==> config.mk <==
export PLATFORM = sky130hd
export DESIGN_NAME = scan_disk_scheduler_flat
export DESIGN_NICKNAME = d
export VERILOG_FILES = /design/src/hdl/sds_pkg.sv /design/src/hdl/sds_req_if.sv /design/src/hdl/sds_move_if.sv /design/src/hdl/scan_disk_scheduler.sv /design/src/hdl/sds_cell.sv /design/src/hdl/sds_sorter.sv /design/src/flat_wrapper.sv
export SDC_FILE = /design/constraint.sdc
export NUM_CORES = 2
export LEC_CHECK = 0
export ABC_CLOCK_PERIOD_IN_PS = 14400
export CAP_MARGIN = 5
export CORE_UTILIZATION = 55
export DETAILED_ROUTE_END_ITERATION = 8
export DONT_BUFFER_PORTS = 1
export PLACE_DENSITY = 0.75
export SLEW_MARGIN = 10
export SYNTH_ARGS = -nofsm -noshare
export SYNTH_HDL_FRONTEND = slang
export SYNTH_HIERARCHICAL = 1
export SYNTH_SLANG_ARGS = --single-unit
==> constraint.sdc <==
create_clock -name clk -period 14.4 [get_ports clk]
set_input_delay 2.16 -clock clk [delete_from_list [all_inputs] [get_ports clk]]
set_output_delay 2.16 -clock clk [all_outputs]
set_load 0.05 [all_outputs]
==> src/hdl/sds_pkg.sv <==
// shared types and constants for the scan disk scheduler
// no dependencies; every other file imports this package
package sds_pkg;

  localparam int N_CELLS    = 32;
  localparam int TRACK_BITS = 16;
  localparam int IDX_W      = $clog2(N_CELLS);
  localparam int CNT_W      = $clog2(N_CELLS + 1);
  localparam int TC_W       = TRACK_BITS + 1;
  localparam int TOT_W      = TRACK_BITS + 1;
  localparam int CFG_IDX_W  = 2;
  localparam int CFG_DATA_W = TC_W;

  localparam logic [TC_W-1:0] TRACK_LIMIT     = {1'b1, {TRACK_BITS{1'b0}}};
  localparam logic [TC_W-1:0] TRACK_COUNT_RST = TC_W'(200);

  localparam logic [CFG_IDX_W-1:0] CFG_TRACK_COUNT = 2'd0;
  localparam logic [CFG_IDX_W-1:0] CFG_SWEEP_RIGHT = 2'd1;
  localparam logic [CFG_IDX_W-1:0] CFG_START_TRACK = 2'd2;

  // what one sort cell shows its right-hand neighbor
  typedef struct packed {
    logic                  valid;
    logic                  gt;
    logic [TRACK_BITS-1:0] value;
  } sds_link_t;

  typedef enum logic [2:0] {
    ST_LOAD,
    ST_FIRST,
    ST_MID,
    ST_SECOND,
    ST_END,
    ST_FLUSH
  } sds_state_t;

endpackage

==> src/hdl/sds_req_if.sv <==
// request channel: one pending track per transaction
// depends on sds_pkg
interface sds_req_if;
  import sds_pkg::*;
  logic                  valid;
  logic                  ready;
  logic [TRACK_BITS-1:0] request_track;
  logic                  last_request;

  modport source(output valid, request_track, last_request, input ready);
  modport sink(input valid, request_track, last_request, output ready);
endinterface

==> src/hdl/sds_move_if.sv <==
// move channel: one head move per transaction
// depends on sds_pkg
interface sds_move_if;
  import sds_pkg::*;
  logic                  valid;
  logic                  ready;
  logic [TRACK_BITS-1:0] from_track;
  logic [TRACK_BITS-1:0] to_track;
  logic [TOT_W-1:0]      total_movement;
  logic                  last_move;

  modport source(output valid, from_track, to_track, total_movement, last_move, input ready);
  modport sink(input valid, from_track, to_track, total_movement, last_move, output ready);
endinterface

==> src/hdl/scan_disk_scheduler.sv <==
// scan disk scheduler: loads one request per cycle while in its load state, then emits the elevator order
// after the last request the sequencer reads one sort cell per cycle unless the move
// output is stalled
// throughput: at most one move a cycle, set by the single read port on the cell row
// reset: sync active high, clears cells, counts and fsm; config returns to 200/0/0
// depends on sds_pkg, sds_req_if, sds_move_if, sds_sorter
module scan_disk_scheduler (
  input  logic                           clk,
  input  logic                           rst,
  input  logic                           cfg_we,
  input  logic [sds_pkg::CFG_IDX_W-1:0]  cfg_idx,
  input  logic [sds_pkg::CFG_DATA_W-1:0] cfg_wdata,
  sds_req_if.sink                        req,
  sds_move_if.source                     mv
);
  import sds_pkg::*;

  logic [TC_W-1:0]       track_count;
  logic                  sweep_right;
  logic [TRACK_BITS-1:0] start_track;

  sds_state_t            state, state_next;
  logic [CNT_W-1:0]      count, count_next;
  logic [CNT_W-1:0]      cnt, cnt_next;
  logic [IDX_W-1:0]      idx, idx_next;
  logic [TRACK_BITS-1:0] prev, prev_next;
  logic [TRACK_BITS-1:0] start_r, start_next;
  logic [TRACK_BITS-1:0] edge_r, edge_next;
  logic                  right_r, right_next;
  logic                  pend_v, pend_v_next;
  logic [TRACK_BITS-1:0] pend_from, pend_from_next;
  logic [TRACK_BITS-1:0] pend_to, pend_to_next;
  logic                  out_valid, out_valid_next;
  logic [TRACK_BITS-1:0] out_from, out_from_next;
  logic [TRACK_BITS-1:0] out_to, out_to_next;
  logic [TOT_W-1:0]      out_total, out_total_next;
  logic                  out_last, out_last_next;

  logic [TRACK_BITS-1:0] edge_c, req_clamped, start_clamped, cur, pt;
  logic [CNT_W-1:0]      count_ins;
  logic                  req_fire, ins, clr, full, advance, down, qual, has_pt, o_load;

  // configuration registers
  always_ff @(posedge clk) begin
    if (rst) begin
      track_count <= TRACK_COUNT_RST;
      sweep_right <= 1'b0;
      start_track <= '0;
    end else if (cfg_we) begin
      case (cfg_idx)
        CFG_TRACK_COUNT: track_count <= cfg_wdata;
        CFG_SWEEP_RIGHT: sweep_right <= cfg_wdata[0];
        CFG_START_TRACK: start_track <= cfg_wdata[TRACK_BITS-1:0];
        default: ;
      endcase
    end
  end

  always_comb begin
    if (track_count < TC_W'(2)) begin
      edge_c = TRACK_BITS'(1);
    end else if (track_count > TRACK_LIMIT) begin
      edge_c = '1;
    end else begin
      edge_c = TRACK_BITS'(track_count - TC_W'(1));
    end
  end

  assign req_clamped   = (req.request_track > edge_c) ? edge_c : req.request_track;
  assign start_clamped = (start_track > edge_c) ? edge_c : start_track;

  assign req.ready = (state == ST_LOAD);
  assign req_fire  = req.valid && req.ready;
  assign ins       = req_fire && !full;
  assign count_ins = count + CNT_W'(ins);
  assign advance   = !out_valid || mv.ready;

  sds_sorter u_sorter (
    .clk      (clk),
    .rst      (rst),
    .clr      (clr),
    .ins      (ins),
    .ins_track(req_clamped),
    .rd_idx   (idx),
    .rd_track (cur),
    .full     (full)
  );

  // first sweep runs down unless sweeping right; second sweep runs the other way
  assign down = (state == ST_FIRST) ? !right_r : right_r;
  assign qual = down ? (cur < start_r) : (cur > start_r);

  always_comb begin
    state_next     = state;
    count_next     = count;
    cnt_next       = cnt;
    idx_next       = idx;
    prev_next      = prev;
    start_next     = start_r;
    edge_next      = edge_r;
    right_next     = right_r;
    pend_v_next    = pend_v;
    pend_from_next = pend_from;
    pend_to_next   = pend_to;
    out_from_next  = out_from;
    out_to_next    = out_to;
    out_total_next = out_total;
    out_last_next  = out_last;
    o_load         = 1'b0;
    clr            = 1'b0;
    has_pt         = 1'b0;
    pt             = cur;

    case (state)
      ST_LOAD: begin
        if (req_fire) begin
          count_next = count_ins;
          if (req.last_request) begin
            state_next  = ST_FIRST;
            start_next  = start_clamped;
            edge_next   = edge_c;
            right_next  = sweep_right;
            prev_next   = start_clamped;
            cnt_next    = count_ins;
            idx_next    = sweep_right ? '0 : IDX_W'(count_ins - CNT_W'(1));
            pend_v_next = 1'b0;
          end
        end
      end
      ST_FIRST, ST_SECOND: begin
        if (advance) begin
          has_pt = qual && (cnt != '0);
          if (cnt <= CNT_W'(1)) begin
            state_next = (state == ST_FIRST) ? ST_MID : ST_END;
          end
          cnt_next = (cnt == '0) ? '0 : cnt - CNT_W'(1);
          idx_next = down ? idx - IDX_W'(1) : idx + IDX_W'(1);
        end
      end
      ST_MID: begin
        if (advance) begin
          has_pt     = 1'b1;
          pt         = right_r ? edge_r : '0;
          state_next = ST_SECOND;
          cnt_next   = count;
          idx_next   = right_r ? IDX_W'(count - CNT_W'(1)) : '0;
        end
      end
      ST_END: begin
        if (advance) begin
          has_pt     = 1'b1;
          pt         = right_r ? '0 : edge_r;
          state_next = ST_FLUSH;
        end
      end
      ST_FLUSH: begin
        if (advance) begin
          o_load        = 1'b1;
          out_from_next = pend_from;
          out_to_next   = pend_to;
          out_last_next = 1'b1;
          out_total_next = right_r ? ({edge_r, 1'b0} - TOT_W'(start_r))
                                   : (TOT_W'(start_r) + TOT_W'(edge_r));
          pend_v_next   = 1'b0;
          clr           = 1'b1;
          count_next    = '0;
          state_next    = ST_LOAD;
        end
      end
      default: begin
        state_next = ST_LOAD;
      end
    endcase

    // a move is held back one step so the final one can carry the total
    if (has_pt && (pt != prev)) begin
      if (pend_v) begin
        o_load         = 1'b1;
        out_from_next  = pend_from;
        out_to_next    = pend_to;
        out_last_next  = 1'b0;
        out_total_next = '0;
      end
      pend_v_next    = 1'b1;
      pend_from_next = prev;
      pend_to_next   = pt;
      prev_next      = pt;
    end

    out_valid_next = o_load || (out_valid && !mv.ready);
  end

  always_ff @(posedge clk) begin
    if (rst) begin
      state     <= ST_LOAD;
      count     <= '0;
      cnt       <= '0;
      idx       <= '0;
      pend_v    <= 1'b0;
      out_valid <= 1'b0;
    end else begin
      state     <= state_next;
      count     <= count_next;
      cnt       <= cnt_next;
      idx       <= idx_next;
      pend_v    <= pend_v_next;
      out_valid <= out_valid_next;
    end
  end

  always_ff @(posedge clk) begin
    prev      <= prev_next;
    start_r   <= start_next;
    edge_r    <= edge_next;
    right_r   <= right_next;
    pend_from <= pend_from_next;
    pend_to   <= pend_to_next;
    out_from  <= out_from_next;
    out_to    <= out_to_next;
    out_total <= out_total_next;
    out_last  <= out_last_next;
  end

  assign mv.valid          = out_valid;
  assign mv.from_track     = out_from;
  assign mv.to_track       = out_to;
  assign mv.total_movement = out_total;
  assign mv.last_move      = out_last;

endmodule

==> src/hdl/sds_cell.sv <==
// one insertion-sort cell: holds one track, takes its left neighbor's track on insert when that track is larger
// depends on sds_pkg
module sds_cell (
  input  logic                          clk,
  input  logic                          rst,
  input  logic                          clr,
  input  logic                          ins,
  input  logic [sds_pkg::TRACK_BITS-1:0] ins_track,
  input  sds_pkg::sds_link_t            link_in,
  output sds_pkg::sds_link_t            link_out
);
  import sds_pkg::*;

  logic                  valid;
  logic [TRACK_BITS-1:0] value;
  logic                  gt;

  assign gt = valid && (value > ins_track);

  always_ff @(posedge clk) begin
    if (rst) begin
      valid <= 1'b0;
    end else if (clr) begin
      valid <= 1'b0;
    end else if (ins) begin
      valid <= valid | link_in.valid;
    end
  end

  // larger entries move one cell right, the new track lands in the first cell with a larger track, else the first gap
  always_ff @(posedge clk) begin
    if (ins) begin
      if (link_in.gt) begin
        value <= link_in.value;
      end else if (gt || !valid) begin
        value <= ins_track;
      end
    end
  end

  assign link_out.valid = valid;
  assign link_out.gt    = gt;
  assign link_out.value = value;

endmodule

==> src/hdl/sds_sorter.sv <==
// row of sort cells keeping pending tracks in ascending order, plus one read port
// depends on sds_pkg and sds_cell
module sds_sorter (
  input  logic                           clk,
  input  logic                           rst,
  input  logic                           clr,
  input  logic                           ins,
  input  logic [sds_pkg::TRACK_BITS-1:0] ins_track,
  input  logic [sds_pkg::IDX_W-1:0]      rd_idx,
  output logic [sds_pkg::TRACK_BITS-1:0] rd_track,
  output logic                           full
);
  import sds_pkg::*;

  sds_link_t cell_out [N_CELLS];
  sds_link_t head_link;
  logic      ins_ok;

  assign head_link = '{valid: 1'b1, gt: 1'b0, value: '0};
  assign full      = cell_out[N_CELLS-1].valid;
  assign ins_ok    = ins && !full;

  for (genvar i = 0; i < N_CELLS; i++) begin : g_cell
    sds_link_t lin;
    if (i == 0) begin : g_head
      assign lin = head_link;
    end else begin : g_body
      assign lin = cell_out[i-1];
    end
    sds_cell u_cell (
      .clk      (clk),
      .rst      (rst),
      .clr      (clr),
      .ins      (ins_ok),
      .ins_track(ins_track),
      .link_in  (lin),
      .link_out (cell_out[i])
    );
  end

  assign rd_track = cell_out[rd_idx].value;

endmodule

==> src/flat_wrapper.sv <==
// flat-port wrapper written by rule: the top's interface ports become plain ports
module scan_disk_scheduler_flat import sds_pkg::*;
  (clk, rst, cfg_we, cfg_idx, cfg_wdata, req_valid, req_request_track, req_last_request, req_ready, mv_valid, mv_from_track, mv_to_track, mv_total_movement, mv_last_move, mv_ready);
  sds_req_if req_i ();
  sds_move_if mv_i ();
  input  logic clk;
  input  logic rst;
  input  logic cfg_we;
  input  logic [sds_pkg::CFG_IDX_W-1:0] cfg_idx;
  input  logic [sds_pkg::CFG_DATA_W-1:0] cfg_wdata;
  input wire logic [$bits(req_i.valid)-1:0] req_valid;
  input wire logic [$bits(req_i.request_track)-1:0] req_request_track;
  input wire logic [$bits(req_i.last_request)-1:0] req_last_request;
  output wire logic [$bits(req_i.ready)-1:0] req_ready;
  output wire logic [$bits(mv_i.valid)-1:0] mv_valid;
  output wire logic [$bits(mv_i.from_track)-1:0] mv_from_track;
  output wire logic [$bits(mv_i.to_track)-1:0] mv_to_track;
  output wire logic [$bits(mv_i.total_movement)-1:0] mv_total_movement;
  output wire logic [$bits(mv_i.last_move)-1:0] mv_last_move;
  input wire logic [$bits(mv_i.ready)-1:0] mv_ready;
  assign req_i.valid = req_valid;
  assign req_i.request_track = req_request_track;
  assign req_i.last_request = req_last_request;
  assign req_ready = req_i.ready;
  assign mv_valid = mv_i.valid;
  assign mv_from_track = mv_i.from_track;
  assign mv_to_track = mv_i.to_track;
  assign mv_total_movement = mv_i.total_movement;
  assign mv_last_move = mv_i.last_move;
  assign mv_i.ready = mv_ready;
  scan_disk_scheduler u_core (.clk(clk), .rst(rst), .cfg_we(cfg_we), .cfg_idx(cfg_idx), .cfg_wdata(cfg_wdata), .req(req_i), .mv(mv_i));
endmodule
==> impl_metrics.tcl <==
set metrics [dict create \
    max_stage_delay_ps 780 \
    cts-root-buf "clkbuf_16" \
    die_area_um2 95000 \
    die_h_um 308 \
    clock_latency_ps 650 \
    irDropWorstVdd_uv 121 \
    dpl.hpwl_mm 114 \
    grt_start_max_net_pins 116 \
    path_buf_inv 5 \
    combPwrFrac_pct 40.5 \
    fin_setup_tns_ps 0 \
    drc_errors 1 \
    drtPass1Iterations 9 \
    via_count 42600 \
    p_sw_mw 4.59 \
    cts.path.max_buffers 3 \
    ys_warn_count 6 \
    synthesis.area_um2 51600 \
    power_density_nw_per_um2 193 \
    io_buffers 0 \
    fin_nets 6028 \
    grt_pass1_wl_mm 241 \
    path_class "reg2reg" \
    stdcell_area_um2 55500 \
    area_growth_pct 7.52 \
    dp.cells 6542 \
    numCtsBuffers 81 \
    fin_skew_ps 27.5 \
    hold_viol 0 \
    maxSlewHeadroom_pct 19.7 \
    hold_buffers 0 \
    worst_slew_pin_slew_ps 1200 \
    cp-end-kind "register" \
    place_area_um2 52600 \
    ff2ff_path_depth 27 \
    timing.final.crit_share_pct 59.8 \
    layout_common_cells "762 x nand2_1, 612 x o21ai_0, 602 x ha_1, 593 x edfxtp_1, 574 x inv_1" \
    coreArea_um2 92200 \
    drv_cap 0 \
    final_cells 6691 \
    critPathLaunchType "register" \
    max_freq_ghz 0.116 \
    grt.total_usage_pct 33.1 \
    worstHoldPathType "reg2reg" \
    cp.arrival_ps 8970 \
    crit_cells 27 \
    num_rows 111 \
    viasPerCell 6.37 \
    ctsResizeCount 0 \
    antenna_found_initial 3 \
    htreeDepth 3 \
    internal-power_mw 6.09 \
    wl_per_cell_um 24.0 \
    crit_start "u_core/track_count[2]" \
    cpMaxStageDelayCell "a31oi_1" \
    crit_path_max_fanout 32 \
    drv_slew 0 \
    cts_setup_buffers 0 \
    rrSetupSlack_ps 5790 \
    rsz0062_at_grt "false" \
    cts_tree "yes" \
    io_pins 93 \
    violations "design-rule violations" \
    layout-drive-gt1-share_pct 8.15 \
    initial_core_util_pct 55.9 \
    drtIter0Drc 5683 \
    status "finished with violations" \
    clkPwrFrac_pct 21.1 \
    required_ps 14760 \
    ant_nets 0 \
    fill_cells 7811 \
    r2r_start "u_core/track_count[2]" \
    min_period_ps 8610 \
    seqPwrFrac_pct 38.3 \
    die_w_um 308 \
    cpLargestDelayFamily "compound AO/OA/AOI/OAI gates" \
    syn_avg_cell_area_um2 9.45 \
    crit_end "u_core/u_sorter/g_cell[21].u_cell/value[7]" \
    final_common_cell "nand2_1" \
    cts.clk_slew.worst_paths_ps 60 \
    r2r-end "u_core/u_sorter/g_cell[21].u_cell/value[7]" \
    drt_wl_total_mm 160 \
    swShare_pct 43.0 \
    clock_sinks 731 \
    final-setup-viol-count 0 \
    grt_pass1_vias 40900 \
    leakagePower_nw 21.5 \
    gp_congestion 0.993 \
    hp-start "u_core/pend_from[8]" \
    grt_overflow 0 \
    netlist_instances 5456 \
]
==> worst register-to-register path, cell delays in order, from the launching register on <==
cell and delay, ps:
dfxtp_1 340, or4_1 600, nor3_2 310, nand3_1 200
o21ai_1 680, a21oi_1 270, inv_1 140, ha_1 240
nor2b_1 130, o21a_1 160, o21a_1 160, o21a_1 160
o21ai_0 160, a21oi_1 90, o22a_1 460, mux2_2 340
buf_4 580, inv_1 190, ha_1 370, nand4_2 170
or4_4 580, a21o_1 190, a31oi_2 170, buf_4 290
nand2b_1 170, o31ai_1 70, a31oi_1 780, buf_4 320
==> sequential cells by signal (all words and copies together), names as in the netlist, 17 cells and up <==
name                                 count
u_core/u_sorter/g_cell.u_cell/value    512
u_core/mv.total_movement                17
u_core/track_count                      17
u_core/u_sorter/g_cell.u_cell/valid     32
==> cell type report <==
class                   count  area [um^2]  share of cell area (%)
clock inverters            43          586                    1.06
clock buffers             105         2270                    4.10
diodes                      1         2.50                 0.00451
flip-flops and latches    731        20600                    37.1
repair buffers             99          756                    1.36
multi-input cells        3893        27500                    49.7
inverters                 576         2160                    3.90
well taps                1243         1560                    2.80
==> metrics by stage <==
stage	worst slack, ps	hold slack (ps)	power (mW)	utilization (%)
2_1_floorplan	6970	424	6.77	-
3_3_place_gp	6130	431	8.15	57.0
3_5_place_dp	5970	436	8.27	57.0
4_1_cts	5970	449	10.5	60.1
5_1_grt	5310	457	11.2	60.1
6_report	5790	446	10.7	60.1
==> worst min path at each step <==
stage,cells past startpoint,slack (ps),end
floorplan,0,420,u_core/right_r
detailed placement,1,440,u_core/mv.from_track[8]
finish,1,450,u_core/mv.from_track[8]
global route,1,460,u_core/mv.to_track[12]
CTS,1,450,u_core/mv.from_track[8]
global placement,1,430,u_core/mv.from_track[12]
==> metal layers <==
metal  part of all wire, %  global-route usage [%]
met1                    40                    44.1
met2                    45                    52.6
met3                   9.7                    5.46
met4                   5.2                    15.7
met5                0.0087                       0
==> power by group through the flow <==
stage	Sequential [mW]	Clock [mW]	Combinational, mW
6_report	4.10	2.26	4.33
3_5_place_dp	4.11	0	4.16
2_1_floorplan	3.75	0	3.02
5_1_grt	4.14	2.35	4.69
4_1_cts	4.08	2.27	4.20
3_3_place_gp	4.11	0	4.04
(Power assumes the default switching activity.)
